$ cat config.mk
export PLATFORM = sky130hd
export DESIGN_NAME = i2c_master_byte_engine_unit
export DESIGN_NICKNAME = d
export VERILOG_FILES = /design/src/design/i2cm_pkg.sv /design/src/design/i2cm_front.sv /design/src/design/i2cm_queue.sv /design/src/design/i2cm_engine.sv /design/src/design/i2c_master_byte_engine_unit.sv
export SDC_FILE = /design/constraint.sdc
export NUM_CORES = 1
export LEC_CHECK = 0
export BUFFER_PORTS_ARGS = -buffer_cell sky130_fd_sc_hd__buf_4
export CORE_ASPECT_RATIO = 0.5
export CORE_UTILIZATION = 49
export CTS_BUF_LIST = sky130_fd_sc_hd__clkbuf_8
export CTS_CLUSTER_DIAMETER = 80
export DETAILED_ROUTE_END_ITERATION = 10
export PLACE_DENSITY = 0.78
export SKIP_CTS_REPAIR_TIMING = 1
export SYNTH_ARGS = -nofsm -noshare
export SYNTH_HDL_FRONTEND = slang
export SYNTH_SLANG_ARGS = --single-unit
$ cat constraint.sdc
create_clock -name clock -period 4.7 [get_ports clock]
set_input_delay 0.94 -clock clock [delete_from_list [all_inputs] [get_ports clock]]
set_output_delay 0.94 -clock clock [all_outputs]
set_load 0.02 [all_outputs]
$ cat src/design/i2cm_pkg.sv
// Shared types and constants for the I2C master byte engine.
// No dependencies; every other design file refers to it by scoped names.
package i2cm_pkg;

   // Width of the phase length register and tick counter
   localparam int unsigned PHASE_W     = 10;
   // Bits in one data byte, and the bit count that marks the ACK clock
   localparam int unsigned BYTE_W      = 8;
   localparam logic [3:0]  ACK_BIT_NUM = 4'd8;
   // Stream data widths, padded to whole bytes
   localparam int unsigned REQ_TDATA_W = 16;
   localparam int unsigned RSP_TDATA_W = 16;
   localparam int unsigned CMD_W       = 3;

   // Command codes as they arrive on the request tuser field
   typedef enum logic [CMD_W-1:0] {
      CMD_TICK  = 3'd0,
      CMD_START = 3'd1,
      CMD_WRITE = 3'd2,
      CMD_READ  = 3'd3,
      CMD_STOP  = 3'd4
   } cmd_type;

   // Bus phases of the bit engine
   typedef enum logic [3:0] {
      PH_IDLE = 4'd0,
      PH_S1   = 4'd1,
      PH_S2   = 4'd2,
      PH_S3   = 4'd3,
      PH_S4   = 4'd4,
      PH_WLO  = 4'd5,
      PH_WHI  = 4'd6,
      PH_RLO  = 4'd7,
      PH_RHI  = 4'd8,
      PH_P1   = 4'd9,
      PH_P2   = 4'd10,
      PH_P3   = 4'd11,
      PH_P4   = 4'd12
   } phase_type;

   // One classified tick word, as it travels from the front to the engine
   typedef struct packed {
      cmd_type            kind;
      logic [BYTE_W-1:0]  tx_byte;
      logic               last_read;
      logic               scl_in;
      logic               sda_in;
   } item_type;

endpackage

$ cat src/design/i2cm_front.sv
// Request front end: unpacks the request stream and classifies the command.
// Depends on i2cm_pkg; feeds i2cm_queue.
module i2cm_front (
   input  logic                               req_tvalid,
   output logic                               req_tready,
   input  logic [i2cm_pkg::REQ_TDATA_W-1:0]   req_tdata,   // tx_byte[7:0], scl_in[8], sda_in[9]
   input  logic [i2cm_pkg::CMD_W-1:0]         req_tuser,   // cmd[2:0]
   input  logic                               req_tlast,   // last_read
   output logic                               push_valid,
   input  logic                               push_ready,
   output i2cm_pkg::item_type                 push_item
);

   i2cm_pkg::cmd_type kind;

   // Map the raw command code; undefined codes act as a plain tick
   always_comb begin
      unique case (req_tuser)
         i2cm_pkg::CMD_START: kind = i2cm_pkg::CMD_START;
         i2cm_pkg::CMD_WRITE: kind = i2cm_pkg::CMD_WRITE;
         i2cm_pkg::CMD_READ:  kind = i2cm_pkg::CMD_READ;
         i2cm_pkg::CMD_STOP:  kind = i2cm_pkg::CMD_STOP;
         default:             kind = i2cm_pkg::CMD_TICK;
      endcase
   end

   // Build the queue word
   always_comb begin
      push_item.kind      = kind;
      push_item.tx_byte   = req_tdata[i2cm_pkg::BYTE_W-1:0];
      push_item.last_read = req_tlast;
      push_item.scl_in    = req_tdata[i2cm_pkg::BYTE_W];
      push_item.sda_in    = req_tdata[i2cm_pkg::BYTE_W+1];
   end

   assign push_valid = req_tvalid;
   assign req_tready = push_ready;

endmodule

$ cat src/design/i2cm_queue.sv
// Short FIFO of classified tick words between the front end and the engine.
// Depends on i2cm_pkg for the word type.
module i2cm_queue #(
   parameter int unsigned DEPTH = 4
) (
   input  logic               clock,
   input  logic               reset,
   input  logic               push_valid,
   output logic               push_ready,
   input  i2cm_pkg::item_type push_item,
   output logic               pop_valid,
   input  logic               pop_ready,
   output i2cm_pkg::item_type pop_item
);

   localparam int unsigned PTR_W = (DEPTH > 1) ? $clog2(DEPTH) : 1;
   localparam int unsigned CNT_W = $clog2(DEPTH + 1);
   localparam logic [CNT_W-1:0] FULL_CNT = CNT_W'(DEPTH);
   localparam logic [PTR_W-1:0] LAST_PTR = PTR_W'(DEPTH - 1);

   i2cm_pkg::item_type slot_ff [DEPTH];
   logic [PTR_W-1:0]   wr_ptr_ff, wr_ptr_in;
   logic [PTR_W-1:0]   rd_ptr_ff, rd_ptr_in;
   logic [CNT_W-1:0]   count_ff,  count_in;
   logic               do_push, do_pop;

   assign push_ready = (count_ff != FULL_CNT);
   assign pop_valid  = (count_ff != '0);
   assign pop_item   = slot_ff[rd_ptr_ff];
   assign do_push    = push_valid && push_ready;
   assign do_pop     = pop_valid && pop_ready;

   // Advance pointers and occupancy
   always_comb begin
      wr_ptr_in = wr_ptr_ff;
      rd_ptr_in = rd_ptr_ff;
      count_in  = count_ff;
      if (do_push) begin
         wr_ptr_in = (wr_ptr_ff == LAST_PTR) ? '0 : wr_ptr_ff + PTR_W'(1);
      end
      if (do_pop) begin
         rd_ptr_in = (rd_ptr_ff == LAST_PTR) ? '0 : rd_ptr_ff + PTR_W'(1);
      end
      if (do_push && !do_pop) begin
         count_in = count_ff + CNT_W'(1);
      end else if (do_pop && !do_push) begin
         count_in = count_ff - CNT_W'(1);
      end
   end

   always_ff @(posedge clock) begin
      if (reset) begin
         wr_ptr_ff <= '0;
         rd_ptr_ff <= '0;
         count_ff  <= '0;
      end else begin
         wr_ptr_ff <= wr_ptr_in;
         rd_ptr_ff <= rd_ptr_in;
         count_ff  <= count_in;
      end
   end

   // Store the pushed word
   always_ff @(posedge clock) begin
      if (do_push) begin
         slot_ff[wr_ptr_ff] <= push_item;
      end
   end

endmodule

$ cat src/design/i2cm_engine.sv
// Back end: the I2C bit engine. Runs one tick per queued word and registers
// one result word per tick. Depends on i2cm_pkg.
module i2cm_engine (
   input  logic                               clock,
   input  logic                               reset,
   input  logic                               csr_valid,
   input  logic [i2cm_pkg::PHASE_W-1:0]       csr_data,
   input  logic                               pop_valid,
   output logic                               pop_ready,
   input  i2cm_pkg::item_type                 pop_item,
   output logic                               rsp_tvalid,
   input  logic                               rsp_tready,
   output logic [i2cm_pkg::RSP_TDATA_W-1:0]   rsp_tdata
);

   localparam int unsigned PW = i2cm_pkg::PHASE_W;
   localparam int unsigned BW = i2cm_pkg::BYTE_W;

   i2cm_pkg::phase_type phase_ff, phase_in;
   logic [PW-1:0] phase_ticks_ff, phase_ticks_in;
   logic [PW-1:0] tick_ff, tick_in, tick_inc, tick_limit;
   logic [3:0]    bit_ff, bit_in;
   logic [BW-1:0] shift_ff, shift_in;
   logic [BW-1:0] rx_hold_ff, rx_hold_in;
   logic          ack_ff, ack_in;
   logic          scl_drv_ff, scl_drv_in;
   logic          sda_drv_ff, sda_drv_in;
   logic          rd_nack_ff, rd_nack_in;
   logic          rsp_valid_ff, rsp_valid_in;
   logic [i2cm_pkg::RSP_TDATA_W-1:0] rsp_data_ff, rsp_data_in;
   logic          step, hold, advance, enter_en, finish, done;
   logic          byte_end;

   // Take a word whenever the result register is free or being drained
   assign pop_ready  = !rsp_valid_ff || rsp_tready;
   assign step       = pop_valid && pop_ready;
   assign rsp_tvalid = rsp_valid_ff;
   assign rsp_tdata  = rsp_data_ff;

   // Phase length; zero acts as one
   assign tick_limit = (phase_ticks_ff == '0) ? PW'(1) : phase_ticks_ff;
   assign tick_inc   = tick_ff + PW'(1);
   assign hold       = ((phase_ff == i2cm_pkg::PH_WHI) || (phase_ff == i2cm_pkg::PH_RHI))
                       && !pop_item.scl_in;
   assign advance    = step && (phase_ff != i2cm_pkg::PH_IDLE) && !hold
                       && (tick_inc >= tick_limit);
   assign byte_end   = (bit_ff >= i2cm_pkg::ACK_BIT_NUM);

   // Next phase
   always_comb begin
      phase_in = phase_ff;
      if (step && phase_ff == i2cm_pkg::PH_IDLE) begin
         unique case (pop_item.kind)
            i2cm_pkg::CMD_START: phase_in = i2cm_pkg::PH_S1;
            i2cm_pkg::CMD_WRITE: phase_in = i2cm_pkg::PH_WLO;
            i2cm_pkg::CMD_READ:  phase_in = i2cm_pkg::PH_RLO;
            i2cm_pkg::CMD_STOP:  phase_in = i2cm_pkg::PH_P1;
            default:             phase_in = i2cm_pkg::PH_IDLE;
         endcase
      end else if (advance) begin
         unique case (phase_ff)
            i2cm_pkg::PH_S1:  phase_in = i2cm_pkg::PH_S2;
            i2cm_pkg::PH_S2:  phase_in = i2cm_pkg::PH_S3;
            i2cm_pkg::PH_S3:  phase_in = i2cm_pkg::PH_S4;
            i2cm_pkg::PH_WLO: phase_in = i2cm_pkg::PH_WHI;
            i2cm_pkg::PH_RLO: phase_in = i2cm_pkg::PH_RHI;
            i2cm_pkg::PH_WHI: phase_in = byte_end ? i2cm_pkg::PH_IDLE : i2cm_pkg::PH_WLO;
            i2cm_pkg::PH_RHI: phase_in = byte_end ? i2cm_pkg::PH_IDLE : i2cm_pkg::PH_RLO;
            i2cm_pkg::PH_P1:  phase_in = i2cm_pkg::PH_P2;
            i2cm_pkg::PH_P2:  phase_in = i2cm_pkg::PH_P3;
            i2cm_pkg::PH_P3:  phase_in = i2cm_pkg::PH_P4;
            default:          phase_in = i2cm_pkg::PH_IDLE;
         endcase
      end
   end

   assign enter_en = step && (phase_in != i2cm_pkg::PH_IDLE) && (phase_in != phase_ff);
   assign finish   = advance && (phase_in == i2cm_pkg::PH_IDLE);
   assign done     = finish;

   // Data path and line drives
   always_comb begin
      tick_in    = tick_ff;
      bit_in     = bit_ff;
      shift_in   = shift_ff;
      rx_hold_in = rx_hold_ff;
      ack_in     = ack_ff;
      scl_drv_in = scl_drv_ff;
      sda_drv_in = sda_drv_ff;
      rd_nack_in = rd_nack_ff;
      if (step) begin
         if (phase_ff == i2cm_pkg::PH_IDLE) begin
            // Load a byte command
            case (pop_item.kind)
               i2cm_pkg::CMD_WRITE: begin
                  shift_in = pop_item.tx_byte;
                  bit_in   = '0;
                  ack_in   = 1'b0;
               end
               i2cm_pkg::CMD_READ: begin
                  shift_in   = '0;
                  bit_in     = '0;
                  ack_in     = 1'b0;
                  rd_nack_in = pop_item.last_read;
               end
               default: ;
            endcase
         end else if (!hold) begin
            tick_in = tick_inc;
            if (advance) begin
               // Close a data high phase: next bit or byte end
               case (phase_ff)
                  i2cm_pkg::PH_WHI: begin
                     if (byte_end) begin
                        ack_in     = pop_item.sda_in;
                        scl_drv_in = 1'b1;
                     end else begin
                        shift_in = {shift_ff[BW-2:0], 1'b0};
                        bit_in   = bit_ff + 4'd1;
                     end
                  end
                  i2cm_pkg::PH_RHI: begin
                     if (byte_end) begin
                        rx_hold_in = shift_ff;
                        scl_drv_in = 1'b1;
                     end else begin
                        shift_in = {shift_ff[BW-2:0], pop_item.sda_in};
                        bit_in   = bit_ff + 4'd1;
                     end
                  end
                  default: ;
               endcase
            end
         end
         if (finish) begin
            tick_in = '0;
         end
         // Set the lines for the phase being entered
         if (enter_en) begin
            tick_in = '0;
            case (phase_in)
               i2cm_pkg::PH_S1:  sda_drv_in = 1'b0;
               i2cm_pkg::PH_S2:  scl_drv_in = 1'b0;
               i2cm_pkg::PH_S3:  sda_drv_in = 1'b1;
               i2cm_pkg::PH_S4:  scl_drv_in = 1'b1;
               i2cm_pkg::PH_WLO: begin
                  scl_drv_in = 1'b1;
                  sda_drv_in = (bit_in < i2cm_pkg::ACK_BIT_NUM) ? !shift_in[BW-1] : 1'b0;
               end
               i2cm_pkg::PH_RLO: begin
                  scl_drv_in = 1'b1;
                  sda_drv_in = (bit_in < i2cm_pkg::ACK_BIT_NUM) ? 1'b0 : !rd_nack_in;
               end
               i2cm_pkg::PH_WHI: scl_drv_in = 1'b0;
               i2cm_pkg::PH_RHI: scl_drv_in = 1'b0;
               i2cm_pkg::PH_P1:  scl_drv_in = 1'b1;
               i2cm_pkg::PH_P2:  sda_drv_in = 1'b1;
               i2cm_pkg::PH_P3:  scl_drv_in = 1'b0;
               i2cm_pkg::PH_P4:  sda_drv_in = 1'b0;
               default: ;
            endcase
         end
      end
   end

   // Phase length register
   assign phase_ticks_in = csr_valid ? csr_data : phase_ticks_ff;

   // Result register: rx_byte[12:5], nack[4], done[3], busy[2], sda[1], scl[0]
   always_comb begin
      rsp_valid_in = rsp_valid_ff;
      rsp_data_in  = rsp_data_ff;
      if (step) begin
         rsp_valid_in = 1'b1;
         rsp_data_in  = {3'b000, rx_hold_in, ack_in, done,
                         (phase_in != i2cm_pkg::PH_IDLE), sda_drv_in, scl_drv_in};
      end else if (rsp_tready) begin
         rsp_valid_in = 1'b0;
      end
   end

   always_ff @(posedge clock) begin
      if (reset) begin
         phase_ff       <= i2cm_pkg::PH_IDLE;
         phase_ticks_ff <= PW'(1);
         tick_ff        <= '0;
         bit_ff         <= '0;
         shift_ff       <= '0;
         rx_hold_ff     <= '0;
         ack_ff         <= 1'b0;
         scl_drv_ff     <= 1'b0;
         sda_drv_ff     <= 1'b0;
         rd_nack_ff     <= 1'b0;
         rsp_valid_ff   <= 1'b0;
      end else begin
         phase_ff       <= phase_in;
         phase_ticks_ff <= phase_ticks_in;
         tick_ff        <= tick_in;
         bit_ff         <= bit_in;
         shift_ff       <= shift_in;
         rx_hold_ff     <= rx_hold_in;
         ack_ff         <= ack_in;
         scl_drv_ff     <= scl_drv_in;
         sda_drv_ff     <= sda_drv_in;
         rd_nack_ff     <= rd_nack_in;
         rsp_valid_ff   <= rsp_valid_in;
      end
   end

   // Result payload needs no reset
   always_ff @(posedge clock) begin
      rsp_data_ff <= rsp_data_in;
   end

endmodule

$ cat src/design/i2c_master_byte_engine_unit.sv
// I2C master byte engine top level: front end, tick queue and bit engine.
// Depends on i2cm_pkg, i2cm_front, i2cm_queue and i2cm_engine.
//
// Usage:
//   Each request word is one tick of the bit engine. It carries a command
//   (tick only, start, write byte, read byte, stop) on req_tuser, the byte to
//   send and the sampled SCL/SDA levels on req_tdata, and the last-read flag
//   on req_tlast. Commands are taken only while the engine is idle; otherwise
//   the word is just a tick. Every request word yields exactly one response
//   word with the line drives, busy, done, NACK status and received byte.
//   The csr channel writes the phase length in ticks (zero acts as one); it is
//   always ready and is to be written only while the block is idle.
// Timing:
//   One word per clock sustained while the receiver does not stall. A response
//   passes through the tick queue and then through the engine's state update
//   into the result register.
// Reset and stall:
//   Reset idles the engine, releases both lines, sets the phase length to one
//   and empties the queue. When the receiver stalls, the result register
//   holds, the engine stops, and the queue absorbs up to QUEUE_DEPTH words
//   before req_tready drops.
module i2c_master_byte_engine_unit #(
   parameter int unsigned QUEUE_DEPTH = 4
) (
   input  logic                               clock,
   input  logic                               reset,
   input  logic                               req_tvalid,
   output logic                               req_tready,
   input  logic [i2cm_pkg::REQ_TDATA_W-1:0]   req_tdata,  // tx_byte[7:0], scl_in[8], sda_in[9]
   input  logic [i2cm_pkg::CMD_W-1:0]         req_tuser,  // cmd[2:0]
   input  logic                               req_tlast,  // last_read
   output logic                               rsp_tvalid,
   input  logic                               rsp_tready,
   output logic [i2cm_pkg::RSP_TDATA_W-1:0]   rsp_tdata,  // scl_pull_low[0], sda_pull_low[1],
                                                          // busy_res[2], done_res[3],
                                                          // nack_seen[4], rx_byte[12:5]
   input  logic                               csr_valid,
   output logic                               csr_ready,
   input  logic [i2cm_pkg::PHASE_W-1:0]       csr_data    // phase_ticks
);

   logic               push_valid, push_ready;
   logic               pop_valid, pop_ready;
   i2cm_pkg::item_type push_item, pop_item;

   assign csr_ready = 1'b1;

   i2cm_front u_front (
      .req_tvalid (req_tvalid),
      .req_tready (req_tready),
      .req_tdata  (req_tdata),
      .req_tuser  (req_tuser),
      .req_tlast  (req_tlast),
      .push_valid (push_valid),
      .push_ready (push_ready),
      .push_item  (push_item)
   );

   i2cm_queue #(
      .DEPTH (QUEUE_DEPTH)
   ) u_queue (
      .clock      (clock),
      .reset      (reset),
      .push_valid (push_valid),
      .push_ready (push_ready),
      .push_item  (push_item),
      .pop_valid  (pop_valid),
      .pop_ready  (pop_ready),
      .pop_item   (pop_item)
   );

   i2cm_engine u_engine (
      .clock      (clock),
      .reset      (reset),
      .csr_valid  (csr_valid),
      .csr_data   (csr_data),
      .pop_valid  (pop_valid),
      .pop_ready  (pop_ready),
      .pop_item   (pop_item),
      .rsp_tvalid (rsp_tvalid),
      .rsp_tready (rsp_tready),
      .rsp_tdata  (rsp_tdata)
   );

endmodule

==> metrics, run 1 <==
status finished, final reports clean; DP Cell Count 676; setup ws final 0.583 ns; RD Place Congestion 0.878; Layout Utilization 0.587; area of placed instances 6250 um2; Reg2Reg Depth 15; PwrDens 553 nW/um2; DR vias/cell 5.30; WHS Endpoint u_engine.sda_drv_ff$_SDFF_PP0_; WS Path Type flip-flop to flip-flop; Layout area overhead 13.4%; Final Hold Viols 0; row cnt 27; die width 156 um; Nets 591; Core Region 11300 um2; yosys warns 0; Max Clock Skew 0.0105 ns; slowest cell on the critical path or3_1; Post-synth EDFFs 69; post-route insts no fill 708; Tcrit/Tclk final 0.876; vias in the first global route 3698; final instance area 6620 um2; Top Ports 54; total gr overflow 0; Setup violations, final 0; Total Die Area 12400 um2; filler instances 934; Power Total 3.66 mW; Residual DRC 0; HP Start u_engine.sda_drv_ff$_SDFF_PP0_; via count 3755; initial antenna violation count 0; sequential area share after synthesis 0.554; WHS 0.487 ns; Antenna diodes 0; instance count of the mapped netlist 494; Final Max Tran Viols 0; mean area per synthesized cell 11.8 um2; clock root buffer clkbuf_8; async set-or-reset flop fraction in the synthesized netlist 0; maximum buffer depth of the clock tree 2; area of the multi-input gates 2390 um2; largest net degree at the start of global routing 48; crit end category flip-flop; Synth cell types 62; CTS tree yes; Clk Latency, worst-skew pair 0.44 ns; DPL Wire Length 7500 um; fin crit period 4.12 ns; Tot GR Track Use 0.189; Final TNS setup 0 ns; RSZ-0062 raised after global routing false; Lkg Pwr 2.45 nW; WHS Path Cells 2; final wirelength 10800 um; crit-path cells ha_1 -> nand3_1 -> or2_2 -> nor2_1 -> xor2_1 -> ha_1 -> o21ai_0 -> nor2_1 -> or3_1 -> o21bai_2 -> mux2_2 -> and2_4 -> o32ai_2 -> nand2b_1 -> nand2_1; TritonCTS Buffers 17; layout cells sized above 1 0.215; clk sinks 127; Final ANT Viol Nets 0; worst min path class flip-flop to flip-flop; main flop type after synthesis edfxtp_1; WP data required 4.88 ns; initial drt markers 244; top cells by area, synth edfxtp_1 35%, dfxtp_1 20%, mux4_2 5.4%; die height 79.2 um; total number of H-tree levels 4; Pre-antenna DRT Iters 5; clk slew on worst S/H paths 0.09 ns; PortBufs 43; first-pass GRT wire length 17600 um; Worst Tran Pin Value 0.720 ns; Syn Std Cell Area 5840 um2; startpoint types flip-flop; share of the synthesized area in the top cell type 0.355; Post-Place Setup Slack 0.554 ns; slowest stage delay, CP 0.44 ns; IR Drop Worst-Case VDD 297 uV; Initial Utilization 0.518; cell taking the most area after synthesis edfxtp_1; WL/cell 15.2 um; WP data arrival 4.30 ns; Reg-to-Reg End u_engine.rsp_tdata[1]$_DFFE_PP_; critical path fanouts, max 6; register area 3230 um2; register-to-register path setup slack 0.58 ns; max cap viols 0; worst rel slew slack 0.520; #FFs+latches synth 127; reg-to-reg critical path startpoint u_engine.tick_ff[0]$_SDFFE_PP0P_; Fmax 0.243 GHz
[layout by cell type (no fill, tap or decap), drive strengths merged, types with 13 or more instances in the layout]
master	synthesis	final
mux4	14	14
o21ai	14	14
nand2	18	18
clkbuf	10	17
buf	13	44
a21oi	23	23
nor2b	22	22
edfxtp	69	69
inv	24	33
nor2	68	68
a211oi	13	13
xnor2	15	15
mux2i	13	13
ha	19	19
dfxtp	58	58
[cells by family after synthesis]
kind of cell / count (synthesis) / share of synthesized area
simple gates: 167 / 0.146
fa+ha+maj: 20 / 0.0441
other cells: 2 / 0.00129
buf+inv: 47 / 0.0381
flops: 127 / 0.554
mux: 37 / 0.0962
compound gates: 74 / 0.0902
xor+xnor: 20 / 0.0300
[worst max-delay path, delay by kind of cell (launching register included)]
family          cells  cell delay (ns)
mux                 1             0.44
simple gates        8             1.54
xor+xnor            1             0.17
compound gates      3             0.80
flops               1             0.42
fa+ha+maj           2             0.49
[registers in the layout, summed over array words and instances, names as in the netlist, 3 cells and up, named ones only]
name,cells
u_engine.tick_ff,10
u_engine.rx_hold_ff,8
u_engine.rsp_tdata,13
u_engine.phase_ff,4
u_engine.phase_ticks_ff,10
u_queue.slot_ff,56
u_engine.shift_ff,8
u_queue.count_ff,3
u_engine.bit_ff,4
[routing by layer]
layer	GRT usage	vias to the layer above	part of all wire
li1	-	1867	-
met1	0.242	1798	0.48
met2	0.300	81	0.46
met3	0.0628	9	0.055
met4	0.0647	0	0.0083
met5	0	-	0
[synth_stat cells, types with 3 or more instances]
library cell  number
mux2i_1           13
xnor2_1           15
o21ai_1            4
edfxtp_1          69
o21ai_0           10
nand2_1           18
xor2_1             5
nor2_1            68
nand2b_1           5
a211oi_1          13
a21oi_1           22
ha_1              19
mux2_2             9
buf_6              3
a31oi_1            3
nand3_1           11
mux4_2            14
a22oi_1            3
nand4_1            4
and3_1             9
nor2b_1           22
dfxtp_1           58
clkbuf_1          10
buf_4              4
or3_1              4
inv_1             23
nor3_1             8
buf_2              5
[how the worst max path moves through the flow]
stage	startpoint	to	slack (ns)	cells past startpoint
2_1_floorplan	u_engine.tick_ff[0]$_SDFFE_PP0P_	u_engine.rsp_tdata[1]$_DFFE_PP_	1.01	15
3_3_place_gp	u_engine.tick_ff[0]$_SDFFE_PP0P_	u_engine.rsp_tdata[1]$_DFFE_PP_	0.65	15
3_5_place_dp	u_engine.tick_ff[0]$_SDFFE_PP0P_	u_engine.rsp_tdata[1]$_DFFE_PP_	0.55	15
4_1_cts	u_engine.tick_ff[0]$_SDFFE_PP0P_	u_engine.rsp_tdata[1]$_DFFE_PP_	0.54	15
5_1_grt	u_engine.tick_ff[0]$_SDFFE_PP0P_	u_engine.rsp_tdata[1]$_DFFE_PP_	0.19	15
6_report	u_engine.tick_ff[0]$_SDFFE_PP0P_	u_engine.rsp_tdata[1]$_DFFE_PP_	0.58	15
[area by class of cell]
type / instances / share of cell area
Inverter: 24 / 0.0140
Clock inverter: 15 / 0.0215
Sequential cell: 127 / 0.488
Tap cell: 159 / 0.0300
Multi-Input combinational cell: 322 / 0.361
Clock buffer: 17 / 0.0353
Timing Repair Buffer: 44 / 0.0499
[where the power goes]
| group | total [mW] | internal, mW | switching (mW) |
|---|---|---|---|
| registers | 1.50 | 1.37 | 0.129 |
| logic | 1.28 | 0.524 | 0.752 |
| clock network | 0.886 | 0.391 | 0.496 |
| total | 3.66 | 2.28 | 1.38 |
Power figures use the tool's default switching activity.
==> run 2, diff against run 1 <==
SYNTH_HIERARCHICAL = 1   (was default)
==> metrics, run 2 <==
final wirelength 11500 um; total number of H-tree levels 4; most common cell in the netlist edfxtp_1; die width 160 um; Total Die Area 12900 um2; clk sinks 127; clock root buffer clkbuf_8; WL/cell 16.1 um; Core Region 12000 um2; DR vias/cell 5.52; total gr overflow 0; RSZ-0062 raised after global routing false; #FFs+latches synth 127; Tcrit/Tclk final 0.850; Layout Utilization 0.571; met3 GRT Util 0.0475; PwrDens 580 nW/um2; HP Start u_engine/tick_ff[1]$_SDFFE_PP0P_; leading cell types in the layout, fill and taps excluded 69 x edfxtp_1, 58 x nor2_1, 58 x dfxtp_1; initial antenna violation count 0; xor/xnor share of the synthesized area 0.0301; status finished, final reports clean; largest family of logic cells by synthesized area simple AND/OR/NAND/NOR gates; Top Ports 54; Layout area overhead 12.0%; share of the synthesized area in the top cell type 0.339; initial drt markers 365; WP data arrival 4.19 ns; Reg2Reg Depth 15; PortBufs 43; Setup violations, final 0; global-route track usage on met1 0.244; maximum buffer depth of the clock tree 2; multiplexer area fraction after synthesis 0.0934; CTS tree yes; most frequent standard cell in the layout excluding fill and tap cells edfxtp_1; IR Drop Worst-Case VDD 281 uV; critical path fanouts, max 6; max reg flops 56; sequential area share after synthesis 0.530; register-to-register path setup slack 0.71 ns; Tot GR Track Use 0.189; Final TNS setup 0 ns; Syn Std Cell Area 6110 um2; post-synthesis simple-gate area fraction 0.151; setup ws final 0.706 ns; WHS Endpoint u_engine/tick_ff[1]$_SDFFE_PP0P_; yosys warns 6; Reg-to-Reg End u_engine/rsp_tdata[1]$_DFFE_PP_; largest net degree at the start of global routing 50; Fmax 0.250 GHz; Post-Place Setup Slack 0.710 ns; instance count of the mapped netlist 509; Post-synth EDFFs 69; first-pass GRT wire length 18800 um; async set-or-reset flop fraction in the synthesized netlist 0; Residual DRC 0; DPL Wire Length 7760 um; WP data required 4.90 ns; met2 GRT Util 0.310; filler instances 983; Top reg by flops u_queue/slot_ff; WHS Path Cells 2; Antenna diodes 0; fin crit period 3.99 ns; WS Path Type flip-flop to flip-flop; Compound-Gate Fraction of Synth Area 0.0998; busiest grt layer met2; worst min path class flip-flop to flip-flop; die height 80.9 um; Max Clock Skew 0.0211 ns; Worst Tran Pin Value 0.821 ns; mean area per synthesized cell 12.0 um2; Nets 594; Synth cell types 82; startpoint types flip-flop; row cnt 28; area share of fa/ha/maj cells after synthesis 0.0422; Final Max Tran Viols 0; max cap viols 0; Pre-antenna DRT Iters 5; cell taking the most area after synthesis edfxtp_1; via count 3955; Commonest cells post-synth 69 x edfxtp_1, 58 x dfxtp_1, 58 x nor2_1; vias in the first global route 3814; clk slew on worst S/H paths 0.08 ns; top cells by area, synth edfxtp_1 34%, dfxtp_1 19%, mux4_2 5.2%; worst rel slew slack 0.449; Lkg Pwr 2.60 nW; Initial Utilization 0.510; Final Hold Viols 0; RD Place Congestion 0.872; reg-to-reg critical path startpoint u_engine/tick_ff[0]$_SDFFE_PP0P_; layout cells sized above 1 0.246; main flop type after synthesis edfxtp_1; crit end category flip-flop; Final ANT Viol Nets 0; TritonCTS Buffers 17; WHS 0.488 ns; Clk Latency, worst-skew pair 0.46 ns
-- run 2: changes by cell type in the layout (fill, tap and decap cells not counted), moves of 4 or more --
cell      previous run  this run
a221oi_1             0         6
and3_1               9         1
nor3_1               8        13
a211oi_1            13         4
nor2_1              68        58
and3_2               0         4
xor2_1               5         9
a21oi_1             22        12
nor2b_1             22        14
a211oi_2             0         4
-- run 2: kinds of logic (layout without fill, tap and decap cells) --
| kind of cell | Yosys count | count (layout) |
|---|---|---|
| compound gates | 76 | 76 |
| other cells | 2 | 4 |
| simple gates | 164 | 164 |
| flops | 127 | 127 |
| fa+ha+maj | 20 | 20 |
| mux | 38 | 38 |
| buf+inv | 61 | 102 |
| xor+xnor | 21 | 21 |
-- run 2: worst max-delay path by stage --
stage	start	endpoint	slack (ns)	cells after the start
final	u_engine/tick_ff[0]$_SDFFE_PP0P_	u_engine/rsp_tdata[1]$_DFFE_PP_	0.71	15
after global routing	u_engine/tick_ff[0]$_SDFFE_PP0P_	u_engine/rsp_tdata[1]$_DFFE_PP_	0.41	15
after CTS	u_engine/tick_ff[0]$_SDFFE_PP0P_	u_engine/rsp_tdata[1]$_DFFE_PP_	0.70	15
after detailed placement	u_engine/tick_ff[0]$_SDFFE_PP0P_	u_engine/rsp_tdata[1]$_DFFE_PP_	0.71	15
after global placement	u_engine/tick_ff[0]$_SDFFE_PP0P_	u_engine/rsp_tdata[1]$_DFFE_PP_	0.79	15
after floorplan	u_engine/tick_ff[0]$_SDFFE_PP0P_	u_engine/rsp_tdata[1]$_DFFE_PP_	1.07	16
-- run 2: worst max-delay path, cell delays in order, from the launching register on --
cell and delay (ns):
dfxtp_1 0.41, nand3_1 0.15, or2_2 0.36, nor2_1 0.24
nand3_1 0.15, xnor2_1 0.15, ha_1 0.30, nand4_1 0.20
a211oi_2 0.09, or3_4 0.41, o21ai_4 0.31, mux2i_2 0.39
xnor2_1 0.19, a21oi_2 0.09, a211oi_2 0.23, nor2_1 0.07
-- run 2: where the power goes --
part | internal (mW) | total [mW] | leakage [nW] | switching (mW)
clock | 0.489 | 0.976 | 0.204 | 0.487
sequential | 1.38 | 1.52 | 1.12 | 0.141
combinational | 0.589 | 1.47 | 1.27 | 0.882
-- run 2: layout make-up --
| cell class | instances | area (um2) | share of cell area |
|---|---|---|---|
| multi-input cells | 323 | 2560 | 0.374 |
| clock inverters | 15 | 173 | 0.0253 |
| flip-flops and latches | 127 | 3230 | 0.473 |
| clock buffers | 17 | 234 | 0.0342 |
| well taps | 165 | 206 | 0.0302 |
| inverters | 24 | 90.1 | 0.0132 |
| repair buffers | 46 | 345 | 0.0505 |
-- run 2: metrics by stage --
stage	instances	power [mW]	area, um2
floorplan	511	2.66	6110
CTS	717	3.98	6840
finish	717	3.97	6840
detailed placement	685	3.00	6430
global route	717	4.18	6840
global placement	685	2.95	6430
-- run 2: layer usage --
layer  part of all wire  wire [um]
met1               0.46       5320
met2               0.46       5350
met3              0.062        718
met4              0.012        136
met5                  0          0
==> run 3, diff against run 2 <==
ABC_AREA = 1   (was default)
PLACE_DENSITY = 0.8   (was 0.78)
clock period = 3.3 ns   (was 4.7 ns; I/O delays follow)
==> metrics, run 3 <==
Comb power frac 0.472; Final Hold Viols 0; via count 4933; startpoint types flip-flop; Setup violations, final 13; DR vias/cell 5.19; Top Ports 54; vias in the first global route 4452; filler instances 973; Clk Latency, worst-skew pair 0.45 ns; TritonCTS Buffers 17; die width 161 um; Final TNS setup -0.986 ns; Compound-Gate Fraction of Synth Area 0.122; Total Die Area 13100 um2; PortBufs 43; yosys warns 6; #FFs+latches synth 127; most common cell in the netlist nand2_1; internal power 3.99 mW; Worst Tran Pin Value 0.692 ns; Final Max Tran Viols 0; RD Place Congestion 0.891; instance count of the mapped netlist 697; setup ws final -0.107 ns; register area 3240 um2; CTS tree yes; Nets 828; crit end category flip-flop; worst rel slew slack 0.538; sequential area share after synthesis 0.524; area share of fa/ha/maj cells after synthesis 0.0418; initial antenna violation count 0; most frequent standard cell in the layout excluding fill and tap cells inv_1; Layout Utilization 0.618; PwrDens 911 nW/um2; sequential share of power 0.322; xor/xnor share of the synthesized area 0.0128; Max Clock Skew 0.00735 ns; WP data required 3.67 ns; WP data arrival 3.78 ns; Final ANT Viol Nets 0; Synth cell types 44; Initial Utilization 0.512; final wirelength 13600 um; area of the multi-input gates 2490 um2; Tot GR Track Use 0.206; total number of H-tree levels 4; Clk pwr share 0.206; clk slew on worst S/H paths 0.08 ns; mean area per synthesized cell 8.85 um2; initial drt markers 332; layout cells sized above 1 0.239; critical path fanouts, max 10; largest net degree at the start of global routing 31; total gr overflow 0; maximum buffer depth of the clock tree 2; Syn Std Cell Area 6170 um2; Post-synth EDFFs 69; Pre-antenna DRT Iters 5; clk sinks 127; largest family of logic cells by synthesized area simple AND/OR/NAND/NOR gates; IR Drop Worst-Case VDD 364 uV; Sw Ratio 0.412; main flop type after synthesis edfxtp_1; Lkg Pwr 3.19 nW; first-pass GRT wire length 20800 um; Antenna diodes 0; fin crit period 3.41 ns; multiplexer area fraction after synthesis 0.00162; Residual DRC 0; final instance area 7440 um2; WL/cell 14.3 um; WS Path Type flip-flop to flip-flop; top cells by area, synth edfxtp_1 34%, dfxtp_1 19%, nand2_1 5.9%; share of the synthesized area in the top cell type 0.336; Core Region 12100 um2; Fmax 0.294 GHz; Commonest cells post-synth 97 x nand2_1, 93 x nor2_1, 90 x inv_1; sw power 2.79 mW; die height 81.3 um; async set-or-reset flop fraction in the synthesized netlist 0; max cap viols 0; status complete, but fails checks; Layout area overhead 20.7%; row cnt 28; failing checks negative setup slack; cell taking the most area after synthesis edfxtp_1; post-synthesis simple-gate area fraction 0.196; worst min path class input pin to flip-flop; DPL Wire Length 8770 um; area of placed instances 6780 um2; Tcrit/Tclk final 1.03; RSZ-0062 raised after global routing true; leading cell types in the layout, fill and taps excluded 93 x inv_1, 88 x nand2_1, 88 x nor2_1; clock root buffer clkbuf_8; max reg flops 56; Top reg by flops u_queue/slot_ff
==> run 3: final cells by class <==
cell class / count / share of cell area
Clock buffer: 17 / 0.0314
Clock inverter: 15 / 0.0225
Inverter: 98 / 0.0494
Multi-Input combinational cell: 440 / 0.334
Sequential cell: 127 / 0.435
Tap cell: 165 / 0.0277
Timing Repair Buffer: 88 / 0.0990
Timing Repair inverter: 1 / 0.00101
==> run 3: path summary, 6_finish.rpt <==
kind | from | cells after the start | slack (ns) | endpoint
worst max-delay path | u_engine/tick_ff[0]$_SDFFE_PP0P_ | 23 | -0.11 | u_engine/tick_ff[9]$_SDFFE_PP0P_
worst min register to register | u_engine/shift_ff[2]$_SDFFE_PP0P_ | 2 | 0.48 | u_engine/shift_ff[3]$_SDFFE_PP0P_
worst min-delay path | req_tdata[5] | 1 | 0.41 | u_queue/slot_ff[2][8]$_DFFE_PP_
worst max register to register | u_engine/tick_ff[0]$_SDFFE_PP0P_ | 23 | -0.11 | u_engine/tick_ff[9]$_SDFFE_PP0P_
==> run 3: logic make-up (layout without fill, tap and decap cells) <==
kind of cell    after synthesis  in the layout
simple gates                272            272
compound gates              134            134
buf+inv                     132            219
flops                       127            127
fa+ha+maj                    20             20
xor+xnor                      9              9
other cells                   2              4
mux                           1              1
==> run 3: power groups by stage <==
stage | Combinational, mW | Clock (mW) | Sequential, mW
floorplan | 1.87 | 0 | 2.26
global placement | 2.68 | 0 | 2.20
detailed placement | 2.77 | 0 | 2.21
CTS | 2.79 | 1.41 | 2.18
global route | 3.51 | 1.48 | 2.22
finish | 3.20 | 1.40 | 2.19
==> run 3: worst max-delay path, stage by stage, from the launching register on <==
cell and delay (ns):
dfxtp_2 0.33, buf_4 0.12, ha_1 0.18, nand4_1 0.13, nor2_1 0.22, nand3_1 0.14
xnor2_1 0.18, ha_1 0.30, nand2_2 0.07, nor2_2 0.10, nand3_1 0.09, nand3_2 0.09
buf_6 0.14, nand2_8 0.09, nand2_2 0.08, nand3_2 0.11, nand2_1 0.08, nand2_1 0.07
inv_1 0.07, nand2_2 0.06, nor2_4 0.25, clkbuf_16 0.21, nand3_1 0.07, a21oi_1 0.14
==> run 3: through the flow <==
stage | setup slack (ns) | total power, mW | instances | hold slack (ns)
2_1_floorplan | 0.0253 | 4.13 | 699 | 0.446
3_3_place_gp | 0.0197 | 4.88 | 911 | 0.458
3_5_place_dp | -0.0512 | 4.98 | 911 | 0.469
4_1_cts | -0.0856 | 6.38 | 943 | 0.387
5_1_grt | -0.290 | 7.21 | 951 | 0.392
6_report | -0.107 | 6.78 | 951 | 0.407
==> run 3: routing by layer <==
layer	track usage	vias to the layer above	part of all wire
li1	-	2449	-
met5	0	-	0
met4	0.0838	0	0.015
met3	0.0521	27	0.059
met1	0.256	2290	0.45
met2	0.348	167	0.48
